--- config.mk ---
export PLATFORM = sky130hd
export DESIGN_NAME = user_access_region_policy_check_core_flat
export DESIGN_NICKNAME = d
export VERILOG_FILES = /design/src/sv/uarpc_pkg.sv /design/src/sv/uarpc_if.sv /design/src/sv/uarpc_check.sv /design/src/sv/user_access_region_policy_check_core.sv /design/src/flat_wrapper.sv
export SDC_FILE = /design/constraint.sdc
export NUM_CORES = 2
export LEC_CHECK = 0
export BUFFER_PORTS_ARGS = -buffer_cell sky130_fd_sc_hd__buf_2
export CAP_MARGIN = 40
export CORE_MARGIN = 2
export CORE_UTILIZATION = 59
export DETAILED_ROUTE_END_ITERATION = 12
export PLACE_DENSITY = 0.82
export SYNTH_ARGS = -nofsm -noshare
export SYNTH_HDL_FRONTEND = slang
export SYNTH_SLANG_ARGS = --single-unit
--- constraint.sdc ---
create_clock -name clk -period 6.9 [get_ports clk]
set_input_delay 1.38 -clock clk [delete_from_list [all_inputs] [get_ports clk]]
set_output_delay 1.38 -clock clk [all_outputs]
set_load 0.03 [all_outputs]
--- src/sv/uarpc_pkg.sv ---
// Package for the user access region policy check.
// Holds register indexes, mode codes, reset values and shared structs.
// No dependencies.
package uarpc_pkg;

  localparam int unsigned AddrW = 64;
  localparam int unsigned TaskW = 32;
  localparam int unsigned WinW  = 48;
  localparam int unsigned ModeW = 3;
  localparam int unsigned FlagW = 2;
  localparam int unsigned CfgIdxW = 3;

  // Addresses at or above this value are outside the canonical user half.
  localparam logic [AddrW-1:0] CanonLimit = 64'h0000_8000_0000_0000;

  // Configuration register indexes.
  localparam logic [CfgIdxW-1:0] RegSystemMode    = 3'd0;
  localparam logic [CfgIdxW-1:0] RegUserStart     = 3'd1;
  localparam logic [CfgIdxW-1:0] RegUserEnd       = 3'd2;
  localparam logic [CfgIdxW-1:0] RegBlockedStart  = 3'd3;
  localparam logic [CfgIdxW-1:0] RegBlockedEnd    = 3'd4;
  localparam logic [CfgIdxW-1:0] RegPersonalStart = 3'd5;
  localparam logic [CfgIdxW-1:0] RegPersonalEnd   = 3'd6;
  localparam logic [CfgIdxW-1:0] RegDelegation    = 3'd7;

  // System mode codes.
  localparam logic [ModeW-1:0] ModeUnset      = 3'd0;
  localparam logic [ModeW-1:0] ModePrivate    = 3'd1;
  localparam logic [ModeW-1:0] ModeEnterprise = 3'd2;
  localparam logic [ModeW-1:0] ModeHybrid     = 3'd3;
  localparam logic [ModeW-1:0] ModeLocked     = 3'd4;

  // Delegation flag bit positions.
  localparam int unsigned FlagAwaitEnroll = 0;
  localparam int unsigned FlagDelegated   = 1;

  // Reset values of the window registers.
  localparam logic [WinW-1:0] UserStartRst     = 48'h0000_0000_0000;
  localparam logic [WinW-1:0] UserEndRst       = 48'h8000_0000_0000;
  localparam logic [WinW-1:0] BlockedStartRst  = 48'h6000_0000_0000;
  localparam logic [WinW-1:0] BlockedEndRst    = 48'h7F00_0000_0000;
  localparam logic [WinW-1:0] PersonalStartRst = 48'h7000_0000_0000;
  localparam logic [WinW-1:0] PersonalEndRst   = 48'h7F00_0000_0000;

  typedef struct packed {
    logic [ModeW-1:0] system_mode;
    logic [WinW-1:0]  user_base;
    logic [WinW-1:0]  user_limit;
    logic [WinW-1:0]  blocked_window_start;
    logic [WinW-1:0]  blocked_window_end;
    logic [WinW-1:0]  personal_window_start;
    logic [WinW-1:0]  personal_window_end;
    logic [FlagW-1:0] delegation_flags;
  } cfg_t;

  typedef struct packed {
    logic permitted;
    logic log_violation;
  } verdict_t;

endpackage

--- src/sv/uarpc_if.sv ---
// Stream interfaces for the request and response channels.
// Depends on uarpc_pkg for field widths.
interface uarpc_req_if;
  logic                           valid;
  logic                           ready;
  logic [uarpc_pkg::AddrW-1:0]    addr;
  logic [uarpc_pkg::AddrW-1:0]    size;
  logic                           is_ai;
  logic [uarpc_pkg::TaskW-1:0]    task_id;

  modport source (output valid, output addr, output size, output is_ai,
                  output task_id, input ready);
  modport sink   (input valid, input addr, input size, input is_ai,
                  input task_id, output ready);
endinterface

interface uarpc_rsp_if;
  logic                           valid;
  logic                           ready;
  logic                           permitted;
  logic                           violation_logged;
  logic [uarpc_pkg::AddrW-1:0]    violation_count;
  logic [uarpc_pkg::TaskW-1:0]    last_task;
  logic [uarpc_pkg::AddrW-1:0]    last_address;

  modport source (output valid, output permitted, output violation_logged,
                  output violation_count, output last_task, output last_address,
                  input ready);
  modport sink   (input valid, input permitted, input violation_logged,
                  input violation_count, input last_task, input last_address,
                  output ready);
endinterface

--- src/sv/uarpc_check.sv ---
// Combinational policy decision for one access request.
// Base range check followed by the mode-dependent region policy.
// Depends on uarpc_pkg.
module uarpc_check (
  input  logic [uarpc_pkg::AddrW-1:0] addr,
  input  logic [uarpc_pkg::AddrW-1:0] size,
  input  logic                        is_ai,
  input  uarpc_pkg::cfg_t             cfg,
  output uarpc_pkg::verdict_t         verdict
);

  logic [uarpc_pkg::AddrW:0]   sum;
  logic [uarpc_pkg::AddrW-1:0] acc_end;
  logic [uarpc_pkg::AddrW-1:0] us_start, us_end;
  logic [uarpc_pkg::AddrW-1:0] bw_start, bw_end, pw_start, pw_end;
  logic base_ok;
  logic b_start_in, b_end_in, b_spans;
  logic p_start_in, p_end_in, p_spans;

  assign sum      = {1'b0, addr} + {1'b0, size};
  assign acc_end  = sum[uarpc_pkg::AddrW-1:0];
  assign us_start = {16'd0, cfg.user_base};
  assign us_end   = {16'd0, cfg.user_limit};
  assign bw_start = {16'd0, cfg.blocked_window_start};
  assign bw_end   = {16'd0, cfg.blocked_window_end};
  assign pw_start = {16'd0, cfg.personal_window_start};
  assign pw_end   = {16'd0, cfg.personal_window_end};

  // The carry out of the sum flags a range that wraps past the top of memory.
  assign base_ok = (size != '0) && !sum[uarpc_pkg::AddrW] && (addr >= us_start) &&
                   (acc_end <= us_end) && (addr < uarpc_pkg::CanonLimit);

  assign b_start_in = (addr >= bw_start) && (addr < bw_end);
  assign b_end_in   = (acc_end > bw_start) && (acc_end <= bw_end);
  assign b_spans    = (addr < bw_start) && (acc_end > bw_end);
  assign p_start_in = (addr >= pw_start) && (addr < pw_end);
  assign p_end_in   = (acc_end > pw_start) && (acc_end <= pw_end);
  assign p_spans    = (addr < pw_start) && (acc_end > pw_end);

  always_comb begin
    verdict.permitted     = 1'b1;
    verdict.log_violation = 1'b0;
    if (!base_ok) begin
      verdict.permitted = 1'b0;
    end else begin
      case (cfg.system_mode)
        uarpc_pkg::ModeLocked: begin
          if (b_start_in || b_end_in || b_spans) begin
            verdict.permitted     = 1'b0;
            verdict.log_violation = 1'b1;
          end
        end
        uarpc_pkg::ModeHybrid: begin
          // Pending enrollment blocks starts inside the personal window; without
          // delegation any start or end inside it is blocked as well.
          if ((cfg.delegation_flags[uarpc_pkg::FlagAwaitEnroll] && p_start_in) ||
              (!cfg.delegation_flags[uarpc_pkg::FlagDelegated] &&
               (p_start_in || p_end_in))) begin
            verdict.permitted     = 1'b0;
            verdict.log_violation = 1'b1;
          end
        end
        uarpc_pkg::ModePrivate: begin
          if (is_ai && (p_start_in || p_end_in || p_spans)) begin
            verdict.permitted = 1'b0;
          end
        end
        default: begin
          verdict.permitted = 1'b1;
        end
      endcase
    end
  end

endmodule

--- src/sv/user_access_region_policy_check_core.sv ---
// Top level of the user access region policy check.
// Depends on uarpc_pkg, uarpc_req_if, uarpc_rsp_if and uarpc_check.
//
// Usage:
//   in_req carries one access request per transaction (addr, size, is_ai,
//   task_id). out_rsp returns one response per request, in order: the
//   permit bit, whether the denial was logged, and the violation counter,
//   last violating task and last violating address after that request.
//   cfg_we/cfg_index/cfg_wdata write one configuration register per cycle;
//   write only while no request is in flight.
// Path: a request accepted at an edge is registered in the input stage, its
//   policy verdict is computed combinationally from that stage, and the
//   response is registered in the output stage once that stage can load.
// Throughput: one request per cycle while out_rsp.ready stays high, set by
//   the single register stage on each side of the check logic.
// Stalls: when out_rsp.ready is low the response holds; one more request
//   can be accepted into the input stage, after which in_req.ready drops.
// Reset: configuration returns to its defaults, the violation counter and
//   the recorded task and address clear, and both stages empty.
module user_access_region_policy_check_core (
  input  logic                               clk,
  input  logic                               rst_n,
  uarpc_req_if.sink                          in_req,
  uarpc_rsp_if.source                        out_rsp,
  input  logic                               cfg_we,
  input  logic [uarpc_pkg::CfgIdxW-1:0]      cfg_index,
  input  logic [uarpc_pkg::WinW-1:0]         cfg_wdata
);

  uarpc_pkg::cfg_t cfg_r;

  logic                        s1_valid_r;
  logic [uarpc_pkg::AddrW-1:0] s1_addr_r, s1_size_r;
  logic                        s1_is_ai_r;
  logic [uarpc_pkg::TaskW-1:0] s1_task_r;

  logic                        out_valid_r;
  logic                        permitted_r, logged_r;
  logic [uarpc_pkg::AddrW-1:0] count_r, count_nxt;
  logic [uarpc_pkg::TaskW-1:0] last_task_r, last_task_nxt;
  logic [uarpc_pkg::AddrW-1:0] last_addr_r, last_addr_nxt;

  uarpc_pkg::verdict_t verdict;
  logic out_load, in_load;

  assign out_load     = s1_valid_r && (!out_valid_r || out_rsp.ready);
  assign in_load      = in_req.valid && in_req.ready;
  assign in_req.ready = !s1_valid_r || !out_valid_r || out_rsp.ready;

  always_ff @(posedge clk) begin
    if (!rst_n) begin
      cfg_r.system_mode           <= uarpc_pkg::ModeUnset;
      cfg_r.user_base             <= uarpc_pkg::UserStartRst;
      cfg_r.user_limit            <= uarpc_pkg::UserEndRst;
      cfg_r.blocked_window_start  <= uarpc_pkg::BlockedStartRst;
      cfg_r.blocked_window_end    <= uarpc_pkg::BlockedEndRst;
      cfg_r.personal_window_start <= uarpc_pkg::PersonalStartRst;
      cfg_r.personal_window_end   <= uarpc_pkg::PersonalEndRst;
      cfg_r.delegation_flags      <= '0;
    end else if (cfg_we) begin
      case (cfg_index)
        uarpc_pkg::RegSystemMode:
          cfg_r.system_mode <= cfg_wdata[uarpc_pkg::ModeW-1:0];
        uarpc_pkg::RegUserStart:     cfg_r.user_base             <= cfg_wdata;
        uarpc_pkg::RegUserEnd:       cfg_r.user_limit            <= cfg_wdata;
        uarpc_pkg::RegBlockedStart:  cfg_r.blocked_window_start  <= cfg_wdata;
        uarpc_pkg::RegBlockedEnd:    cfg_r.blocked_window_end    <= cfg_wdata;
        uarpc_pkg::RegPersonalStart: cfg_r.personal_window_start <= cfg_wdata;
        uarpc_pkg::RegPersonalEnd:   cfg_r.personal_window_end   <= cfg_wdata;
        uarpc_pkg::RegDelegation:
          cfg_r.delegation_flags <= cfg_wdata[uarpc_pkg::FlagW-1:0];
        default: begin
        end
      endcase
    end
  end

  // Input stage.
  always_ff @(posedge clk) begin
    if (!rst_n) begin
      s1_valid_r <= 1'b0;
    end else if (in_req.ready) begin
      s1_valid_r <= in_req.valid;
    end
  end

  always_ff @(posedge clk) begin
    if (in_load) begin
      s1_addr_r  <= in_req.addr;
      s1_size_r  <= in_req.size;
      s1_is_ai_r <= in_req.is_ai;
      s1_task_r  <= in_req.task_id;
    end
  end

  uarpc_check u_check (
    .addr    (s1_addr_r),
    .size    (s1_size_r),
    .is_ai   (s1_is_ai_r),
    .cfg     (cfg_r),
    .verdict (verdict)
  );

  // The violation state doubles as the response payload: it only moves when
  // a new response is loaded, so it always reflects the response on display.
  always_comb begin
    count_nxt     = count_r;
    last_task_nxt = last_task_r;
    last_addr_nxt = last_addr_r;
    if (verdict.log_violation) begin
      count_nxt     = count_r + 64'd1;
      last_task_nxt = s1_task_r;
      last_addr_nxt = s1_addr_r;
    end
  end

  always_ff @(posedge clk) begin
    if (!rst_n) begin
      out_valid_r <= 1'b0;
      count_r     <= '0;
      last_task_r <= '0;
      last_addr_r <= '0;
    end else begin
      if (!out_valid_r || out_rsp.ready) begin
        out_valid_r <= s1_valid_r;
      end
      if (out_load) begin
        count_r     <= count_nxt;
        last_task_r <= last_task_nxt;
        last_addr_r <= last_addr_nxt;
      end
    end
  end

  always_ff @(posedge clk) begin
    if (out_load) begin
      permitted_r <= verdict.permitted;
      logged_r    <= verdict.log_violation;
    end
  end

  assign out_rsp.valid            = out_valid_r;
  assign out_rsp.permitted        = permitted_r;
  assign out_rsp.violation_logged = logged_r;
  assign out_rsp.violation_count  = count_r;
  assign out_rsp.last_task        = last_task_r;
  assign out_rsp.last_address     = last_addr_r;

`ifndef NO_ASSERTIONS
  a_count_step: assert property (@(posedge clk) disable iff (!rst_n)
    out_load && verdict.log_violation |=> count_r == $past(count_r) + 64'd1)
    else $error("violation counter did not advance on a logged denial");

  a_count_hold: assert property (@(posedge clk) disable iff (!rst_n)
    !(out_load && verdict.log_violation) |=> $stable(count_r))
    else $error("violation counter moved without a logged denial");

  a_logged_denied: assert property (@(posedge clk) disable iff (!rst_n)
    out_valid_r && logged_r |-> !permitted_r)
    else $error("logged response reports the access as permitted");

  a_stall_full: assert property (@(posedge clk) disable iff (!rst_n)
    !in_req.ready |-> s1_valid_r && out_valid_r && !out_rsp.ready)
    else $error("input stalled while the pipeline has room");

  a_resp_hold: assert property (@(posedge clk) disable iff (!rst_n)
    out_valid_r && !out_rsp.ready |=> out_valid_r && $stable(permitted_r) &&
      $stable(last_addr_r))
    else $error("stalled response changed");
`endif

endmodule
--- src/flat_wrapper.sv ---
// flat-port wrapper written by rule: the top's interface ports become plain ports
module user_access_region_policy_check_core_flat 
  (clk, rst_n, cfg_we, cfg_index, cfg_wdata, in_req_valid, in_req_addr, in_req_size, in_req_is_ai, in_req_task_id, in_req_ready, out_rsp_valid, out_rsp_permitted, out_rsp_violation_logged, out_rsp_violation_count, out_rsp_last_task, out_rsp_last_address, out_rsp_ready);
  uarpc_req_if in_req_i ();
  uarpc_rsp_if out_rsp_i ();
  input  logic clk;
  input  logic rst_n;
  input  logic cfg_we;
  input  logic [uarpc_pkg::CfgIdxW-1:0] cfg_index;
  input  logic [uarpc_pkg::WinW-1:0] cfg_wdata;
  input wire logic [$bits(in_req_i.valid)-1:0] in_req_valid;
  input wire logic [$bits(in_req_i.addr)-1:0] in_req_addr;
  input wire logic [$bits(in_req_i.size)-1:0] in_req_size;
  input wire logic [$bits(in_req_i.is_ai)-1:0] in_req_is_ai;
  input wire logic [$bits(in_req_i.task_id)-1:0] in_req_task_id;
  output wire logic [$bits(in_req_i.ready)-1:0] in_req_ready;
  output wire logic [$bits(out_rsp_i.valid)-1:0] out_rsp_valid;
  output wire logic [$bits(out_rsp_i.permitted)-1:0] out_rsp_permitted;
  output wire logic [$bits(out_rsp_i.violation_logged)-1:0] out_rsp_violation_logged;
  output wire logic [$bits(out_rsp_i.violation_count)-1:0] out_rsp_violation_count;
  output wire logic [$bits(out_rsp_i.last_task)-1:0] out_rsp_last_task;
  output wire logic [$bits(out_rsp_i.last_address)-1:0] out_rsp_last_address;
  input wire logic [$bits(out_rsp_i.ready)-1:0] out_rsp_ready;
  assign in_req_i.valid = in_req_valid;
  assign in_req_i.addr = in_req_addr;
  assign in_req_i.size = in_req_size;
  assign in_req_i.is_ai = in_req_is_ai;
  assign in_req_i.task_id = in_req_task_id;
  assign in_req_ready = in_req_i.ready;
  assign out_rsp_valid = out_rsp_i.valid;
  assign out_rsp_permitted = out_rsp_i.permitted;
  assign out_rsp_violation_logged = out_rsp_i.violation_logged;
  assign out_rsp_violation_count = out_rsp_i.violation_count;
  assign out_rsp_last_task = out_rsp_i.last_task;
  assign out_rsp_last_address = out_rsp_i.last_address;
  assign out_rsp_i.ready = out_rsp_ready;
  user_access_region_policy_check_core u_core (.clk(clk), .rst_n(rst_n), .in_req(in_req_i), .out_rsp(out_rsp_i), .cfg_we(cfg_we), .cfg_index(cfg_index), .cfg_wdata(cfg_wdata));
endmodule
Word level (Yosys, flattened, before mapping)
Index checks and enable logic that the tools add are counted.
{"block": "word_totals", "regBits": 618, "out_inout_bits": 164}
{"block": "op_classes", "addsub": 2, "order_cmp": 15, "n_eq_ne": 10, "n_mux": 6, "n_reduce_logical": 38}
{"operator": "$gt 64x48->1", "n": 4}
{"operator": "$lt 64x48->1", "n": 4}
{"operator": "$ge 64x48->1", "n": 3}
{"operator": "$le 64x48->1", "n": 3}
{"operator": "$add 64x64->65", "n": 1}
{"operator": "$add 64x1->64 const B", "n": 1}
{"operator": "$lt 64x48->1 const B", "n": 1}
{"operator": "$reduce_bool 64->1", "n": 1}
{"operator": "$reduce_and 2->1", "n": 9}
{"operator": "$eq 3x3->1 const B", "n": 5}
{"operator": "$logic_and 1x1->1", "n": 15}
{"operator": "$eq 3x2->1 const B", "n": 3}
{"operator": "$logic_or 1x1->1", "n": 8}
{"operator": "$eq 3x1->1 const B", "n": 2}
{"operator": "$logic_not 1->1", "n": 4}
{"operator": "$mux 2", "n": 2}
{"operator": "$logic_not 3->1", "n": 1}
{"operator": "$pmux 1 s3", "n": 1}
{"operator": "$mux 1", "n": 2}
{"operator": "$pmux 1 s2", "n": 1}

Depth between registers and ports, before layout
{"block": "depth", "word_depth": 10, "depth_mapped": 28}

Hierarchy
A second synthesis with hierarchy kept.
{"block": "unflattened", "hier_cells": 4496, "hier_area_um2": 37507.2}
{"mod": "user_access_region_policy_check_core", "instances": 1, "cells_each": 2263, "area_each_um2": 21400.5}
{"mod": "uarpc_check", "instances": 1, "cells_each": 2233, "area_each_um2": 16106.7}

Least setup slack after synthesis
Ideal clock, no wire load.
{"block": "synth_timing", "kind": "input to register", "from": "in out_rsp_ready", "to": "reg u_core.s1_addr_r[0] in the netlist's numbering (enable)", "setup_time_ns": 0.539, "arrival_ns": 5.424, "required_ns": 6.361, "setup_slack_ns": 0.937, "cell_stages": 3, "path_buffers": 0, "cell_sequence": "nor2b_1 > nand2_1 > and2_1"}
{"block": "synth_between", "elab_chain_cells": 2}
{"item": "start: declaration", "line_no": "flat_wrapper.sv:23", "text": "input wire logic [$bits(out_rsp_i.ready)-1:0] out_rsp_ready;"}
{"item": "$logic_or 1x1->1", "line_no": "user_access_region_policy_check_core.sv:48", "text": "assign in_req.ready = !s1_valid_r || !out_valid_r || out_rsp.ready;"}
{"item": "named net in_req_ready", "line_no": "flat_wrapper.sv:16", "text": "output wire logic [$bits(in_req_i.ready)-1:0] in_req_ready;"}
{"item": "$logic_and 1x1->1", "line_no": "user_access_region_policy_check_core.sv:47", "text": "assign in_load = in_req.valid && in_req.ready;"}
{"item": "named net u_core.in_load", "line_no": "user_access_region_policy_check_core.sv:44", "text": "logic out_load, in_load;"}
{"item": "end signal: assignment", "line_no": "user_access_region_policy_check_core.sv:89", "text": "s1_addr_r <= in_req.addr;"}
{"item": "end: declaration", "line_no": "user_access_region_policy_check_core.sv:33", "text": "logic [uarpc_pkg::AddrW-1:0] s1_addr_r, s1_size_r;"}
The timed path passes the listed nets, and every way through them passes these cells.
A chain may end at the register's enable or synchronous reset.

Final worst setup path
{"block": "layout_timing", "from": "reg u_core.s1_size_r[0] in the netlist's numbering", "to": "reg u_core.count_r, in the netlist u_core.out_rsp.violation_count[12]"}
{"block": "layout_between", "elab_chain_cells": 10, "elab_cells_between_ends": 26, "cone_classes": "add/sub: 1; order compare: 6; mux: 4; reduce/logical: 15"}
{"item": "start: declaration", "line_no": "user_access_region_policy_check_core.sv:33"}
{"item": "start signal: assignment", "line_no": "user_access_region_policy_check_core.sv:90", "text": "s1_size_r <= in_req.size;"}
{"item": "$add 64x64->65", "line_no": "uarpc_check.sv:20", "text": "assign sum = {1'b0, addr} + {1'b0, size};"}
{"item": "$gt 64x48->1 or $le 64x48->1 (tied branches)", "line_no": "uarpc_check.sv:37", "text": "assign p_end_in = (acc_end > pw_start) && (acc_end <= pw_end);"}
{"item": "$logic_and 1x1->1", "line_no": "uarpc_check.sv:37"}
{"item": "$logic_or 1x1->1", "line_no": "uarpc_check.sv:58", "text": "(p_start_in || p_end_in))) begin"}
{"item": "$logic_and 1x1->1", "line_no": "uarpc_check.sv:57", "text": "(!cfg.delegation_flags[uarpc_pkg::FlagDelegated] &&"}
{"item": "$logic_or 1x1->1", "line_no": "uarpc_check.sv:56", "text": "if ((cfg.delegation_flags[uarpc_pkg::FlagAwaitEnroll] && p_start_in) ||"}
{"item": "$mux 2", "line_no": "uarpc_check.sv:56"}
{"item": "$pmux 1 s2", "line_no": "uarpc_check.sv:46", "text": "case (cfg.system_mode)"}
{"item": "$mux 1 (*)", "line_no": "uarpc_check.sv:43", "text": "if (!base_ok) begin"}
{"item": "$reduce_and 2->1 (no source line) (*)"}
{"item": "end signal: assignment", "line_no": "user_access_region_policy_check_core.sv:128", "text": "count_r <= count_nxt;"}
{"item": "end: declaration", "line_no": "user_access_region_policy_check_core.sv:39", "text": "logic [uarpc_pkg::AddrW-1:0] count_r, count_nxt;"}
Mark *: on every way between the ends. The rest lies on a longest branch, timed or not.

==> results.txt <==
----------------------------------------------------
[STA]
  Final Setup Violations ... 0
  Unrepaired setup endpoints after global routing ... false
  Actual transition at the worst max-transition pin ... 1133 ps
  Final cycle utilization of the critical path ... 95.98%
  Pins Over Slew Limit ... 0
  Worst clock skew ... 41.17 ps
  Final setup TNS ... 0 ps
  Final Hold Vio Count ... 0
  Post-route worst hold slack ... 453.5 ps
  Max frequency ... 151.0 MHz
  Relative slew slack ... 24.46%
  Worst path setup slack after routing ... 277.7 ps
  Final critical delay including setup and external delays ... 6622 ps

[Worst hold path]
  Worst Min Path Start ... u_core.cfg_r[285]
  Classification of the worst-slack hold path ... register to register

[Critical path]
  Critical path cell sequence ... ha_1 > inv_1 > fa_1 > nand2b_1 > a21oi_2 > o21bai_1 > a21oi_1 > nor2_1 > o21ai_0 > xor2_1 > ha_1 > nand4_1 > nor2_1 > and3_1 > nand3_1 > nor3_1 > nand2_1 > nor4_1 > a21oi_1 > a2111oi_2 > nand2_2 > buf_12 > or4_1 > a21oi_1
  Setup crit start kind ... register
  Largest stage delay, worst path ... 590 ps
  Data arrival time of the critical path ... 7160 ps
  Startpoint of the most critical register-to-register path ... u_core.s1_size_r[0]
  Critical Path RT ... 7440 ps
  Cell occurring most often along the worst timing path ... a21oi_1
  Cell with the biggest individual delay on the critical path ... xor2_1
  Crit path from ... u_core.s1_size_r[0]
  Critical path buffer and inverter count ... 2
  Critical path class ... register to register
  Crit path max fanout ... 69
  Category of the worst setup path capture point ... register
  Kind of cell adding the most delay to the critical path ... simple AND/OR/NAND/NOR gates

[Layout]
  Non-filler cells, final ... 5,765
  Layout filler cell count ... 5,175
  Layout net count ... 5,611
  Most common cell after layout, fill and taps aside ... nand2_1
  Utilization after layout ... 68.44%
  Layout cells sized above 1 ... 13.95%
  Most frequent cells in the layout ... nand2_1 (884), ha_1 (543), a21oi_1 (534), dfxtp_1 (455), buf_2 (382)
  Final Cell Area ... 43,960 um2
  Area overhead of the layout relative to synthesis ... 15.26%

[Placement]
  Sum of net half-perimeters after detailed placement ... 97,000 um
  RD Place Congestion ... 1.019
  Post-Place Cell Area ... 41,510 um2
  Post-Place Setup Slack ... 91.18 ps
  Port Buffers ... 380
  Cell Count Post-Placement ... 5,632

[Logic synthesis]
  Post-synthesis net count ... 5,224
  Register bit total from synthesis ... 618
  Async set or reset register ratio after synthesis ... 0%
  Dominant synthesized flop cell ... dfxtp_1
  Synth warn ... 0
  Portion of the post-synthesis area used by sequential elements ... 36.72%
  Library cells used by synthesis ... 84
  Average footprint of a synthesized cell ... 8.546 um2
  Cells after Synth ... 4,463
  Netlist area before placement ... 38,140 um2
  Number of flops mapped to enable cells by yosys ... 163

[Drt]
  First-pass iteration count of the detailed router ... 11
  Drt initial violations ... 4,033
  Ratio of routed vias to standard cells ... 6.269
  Antenna viol nets, final ... 0
  Final wirelength ... 128,400 um
  Residual DRC ... 0
  Routed len/inst ... 22.28 um
  Routed vias ... 36,140

[Job]
  Max-cap violation count ... 0

[Die]
  Number of placed I/O pins ... 381
  Die Y-Extent ... 258.3 um
  Cell Rows ... 93
  Initial core utilization ... 59.38%
  Core box area ... 64,230 um2
  Die X-Extent ... 258.3 um
  Die Footprint ... 66,700 um2

[Clock network]
  Total clock buffers created by CTS ... 67
  Number of clock sinks ... 618
  CTS tree ... done
  Buffer depth of the longest clock path ... 3
  Latest clock arrival within the worst-skew pair ... 630 ps
  Root Buffer Master ... clkbuf_16
  Clock-pin slew on the worst setup and hold paths ... 60 ps
  H-Tree Level Count ... 3

[Global routing]
  Wire length of the first global-routing pass ... 194,300 um
  Number of global-route vias before repair ... 33,960
  GRT Residual Overflow ... 0
  Initial antenna violation count ... 7
  Overall track demand over capacity in global routing ... 37.27%
  Pin count of the biggest net entering global routing ... 196

[Pwr]
  Power per Cell Area ... 226.4 nW/um2
  Largest voltage drop on the vdd net ... 227.4 uV
  Final total power ... 9.952 mW
  Static Leak ... 17.51 nW

[Status]
  Run status ... completed

----------------------------------------------------
## cell type report
type	instances	area, um2	share of cell area (%)
Multi-Input combinational cell	3335	22350	50.84
Sequential cell	618	14000	31.85
Timing Repair Buffer	515	3033	6.899
Clock buffer	91	1899	4.320
Inverter	313	1182	2.690
Tap cell	855	1070	2.433
Clock inverter	32	407.9	0.9278
Antenna cell	6	15.01	0.03415
## routing by layer
metal,up-vias,share of wire [%],global-route usage [%]
met5,-,0.031,0
met3,459,9.7,7.023
li1,16790,-,-
met4,6,6.3,21.18
met1,17000,40,47.85
met2,1889,44,59.08
## Yosys cell counts (5+ instances only)
library cell    n  area share [%]
nand2_1       887             8.7
ha_1          543              18
a21oi_1       540             7.1
dfxtp_1       455              24
inv_1         313             3.1
a21o_1        171             3.4
edfxtp_1      163              13
clkbuf_1      157             1.5
nand4_1       133             2.2
nor2_1        125             1.2
o21ai_0       111             1.5
mux2i_1        92             2.4
o31ai_1        65             1.3
or4_1          64             1.3
nand3_1        61            0.80
nor4_1         49            0.80
o211ai_1       42            0.83
nor2b_1        40            0.66
nor3_1         38            0.50
and3_1         36            0.59
o21a_1         32            0.63
buf_2          29            0.38
xnor2_1        26            0.60
nand2b_1       25            0.41
a211oi_1       23            0.45
or3_1          22            0.36
xor2_1         22            0.51
and4_1         16            0.37
o21ai_1        15            0.20
and2_1         13            0.21
a31oi_1        11            0.18
buf_1           8           0.079
o21bai_1        8            0.16
o221ai_1        8            0.18
o22ai_1         8            0.13
a211o_1         7            0.16
a221oi_1        7            0.16
a2111oi_0       6            0.14
a22oi_1         6            0.12
o2111ai_1       6            0.14
o41ai_1         6            0.14
or2_2           5           0.082
## cell families (layout without fill, tap and decap cells)
family                     Yosys count  in the layout  synth area share (%)
muxes                               94             94                 2.473
buffers and inverters              510            951                 5.164
and+or+nand+nor                   1532           1532                 18.62
DFF                                618            618                 36.72
adders and majority gates          544            544                 17.87
other                                0              6                     0
AOI/OAI and AO/OA                 1117           1117                 18.06
xor gates and xnor gates            48             48                 1.102
## flip-flops by register name (all words and copies together), names as in the netlist
name,count
u_core.s1_is_ai_r,1
u_core.out_rsp.valid,1
u_core.out_rsp.violation_logged,1
u_core.s1_valid_r,1
u_core.s1_size_r,64
u_core.out_rsp.permitted,1
u_core.out_rsp.last_task,32
u_core.out_rsp.violation_count,64
u_core.s1_addr_r,64
u_core.s1_task_r,32
u_core.out_rsp.last_address,64
u_core.cfg_r,293
## worst paths after layout
kind                                         to  slack, ps  depth (start not counted)
max          u_core.out_rsp.violation_count[12]        280                         24
min                           u_core.cfg_r[285]        450                          2
max reg2reg  u_core.out_rsp.violation_count[12]        280                         24
min reg2reg                   u_core.cfg_r[285]        450                          2
## repair_timing
action / CTS / global route
hold endpoints to repair: 0 / 0
buffers inserted: 0 / 2
endpoints found under the setup margin: 0 / 160
hold buffers: 0 / 0
resized for setup: 0 / 20
## report_power, final
| group | total (mW) | leakage (nW) | internal (mW) | switching, mW |
|---|---|---|---|---|
| clock network | 3.80 | 1.13 | 2.22 | 1.58 |
| registers | 3.89 | 5.27 | 3.82 | 0.0650 |
| logic | 2.27 | 11.1 | 0.886 | 1.38 |
| total | 9.95 | 17.5 | 6.93 | 3.02 |
## worst min-delay path, stage by stage, from the launching register on
cell and delay, ps:
dfxtp_1 310, nand2_1 50, a21oi_1 50
(Power assumes the default switching activity.)
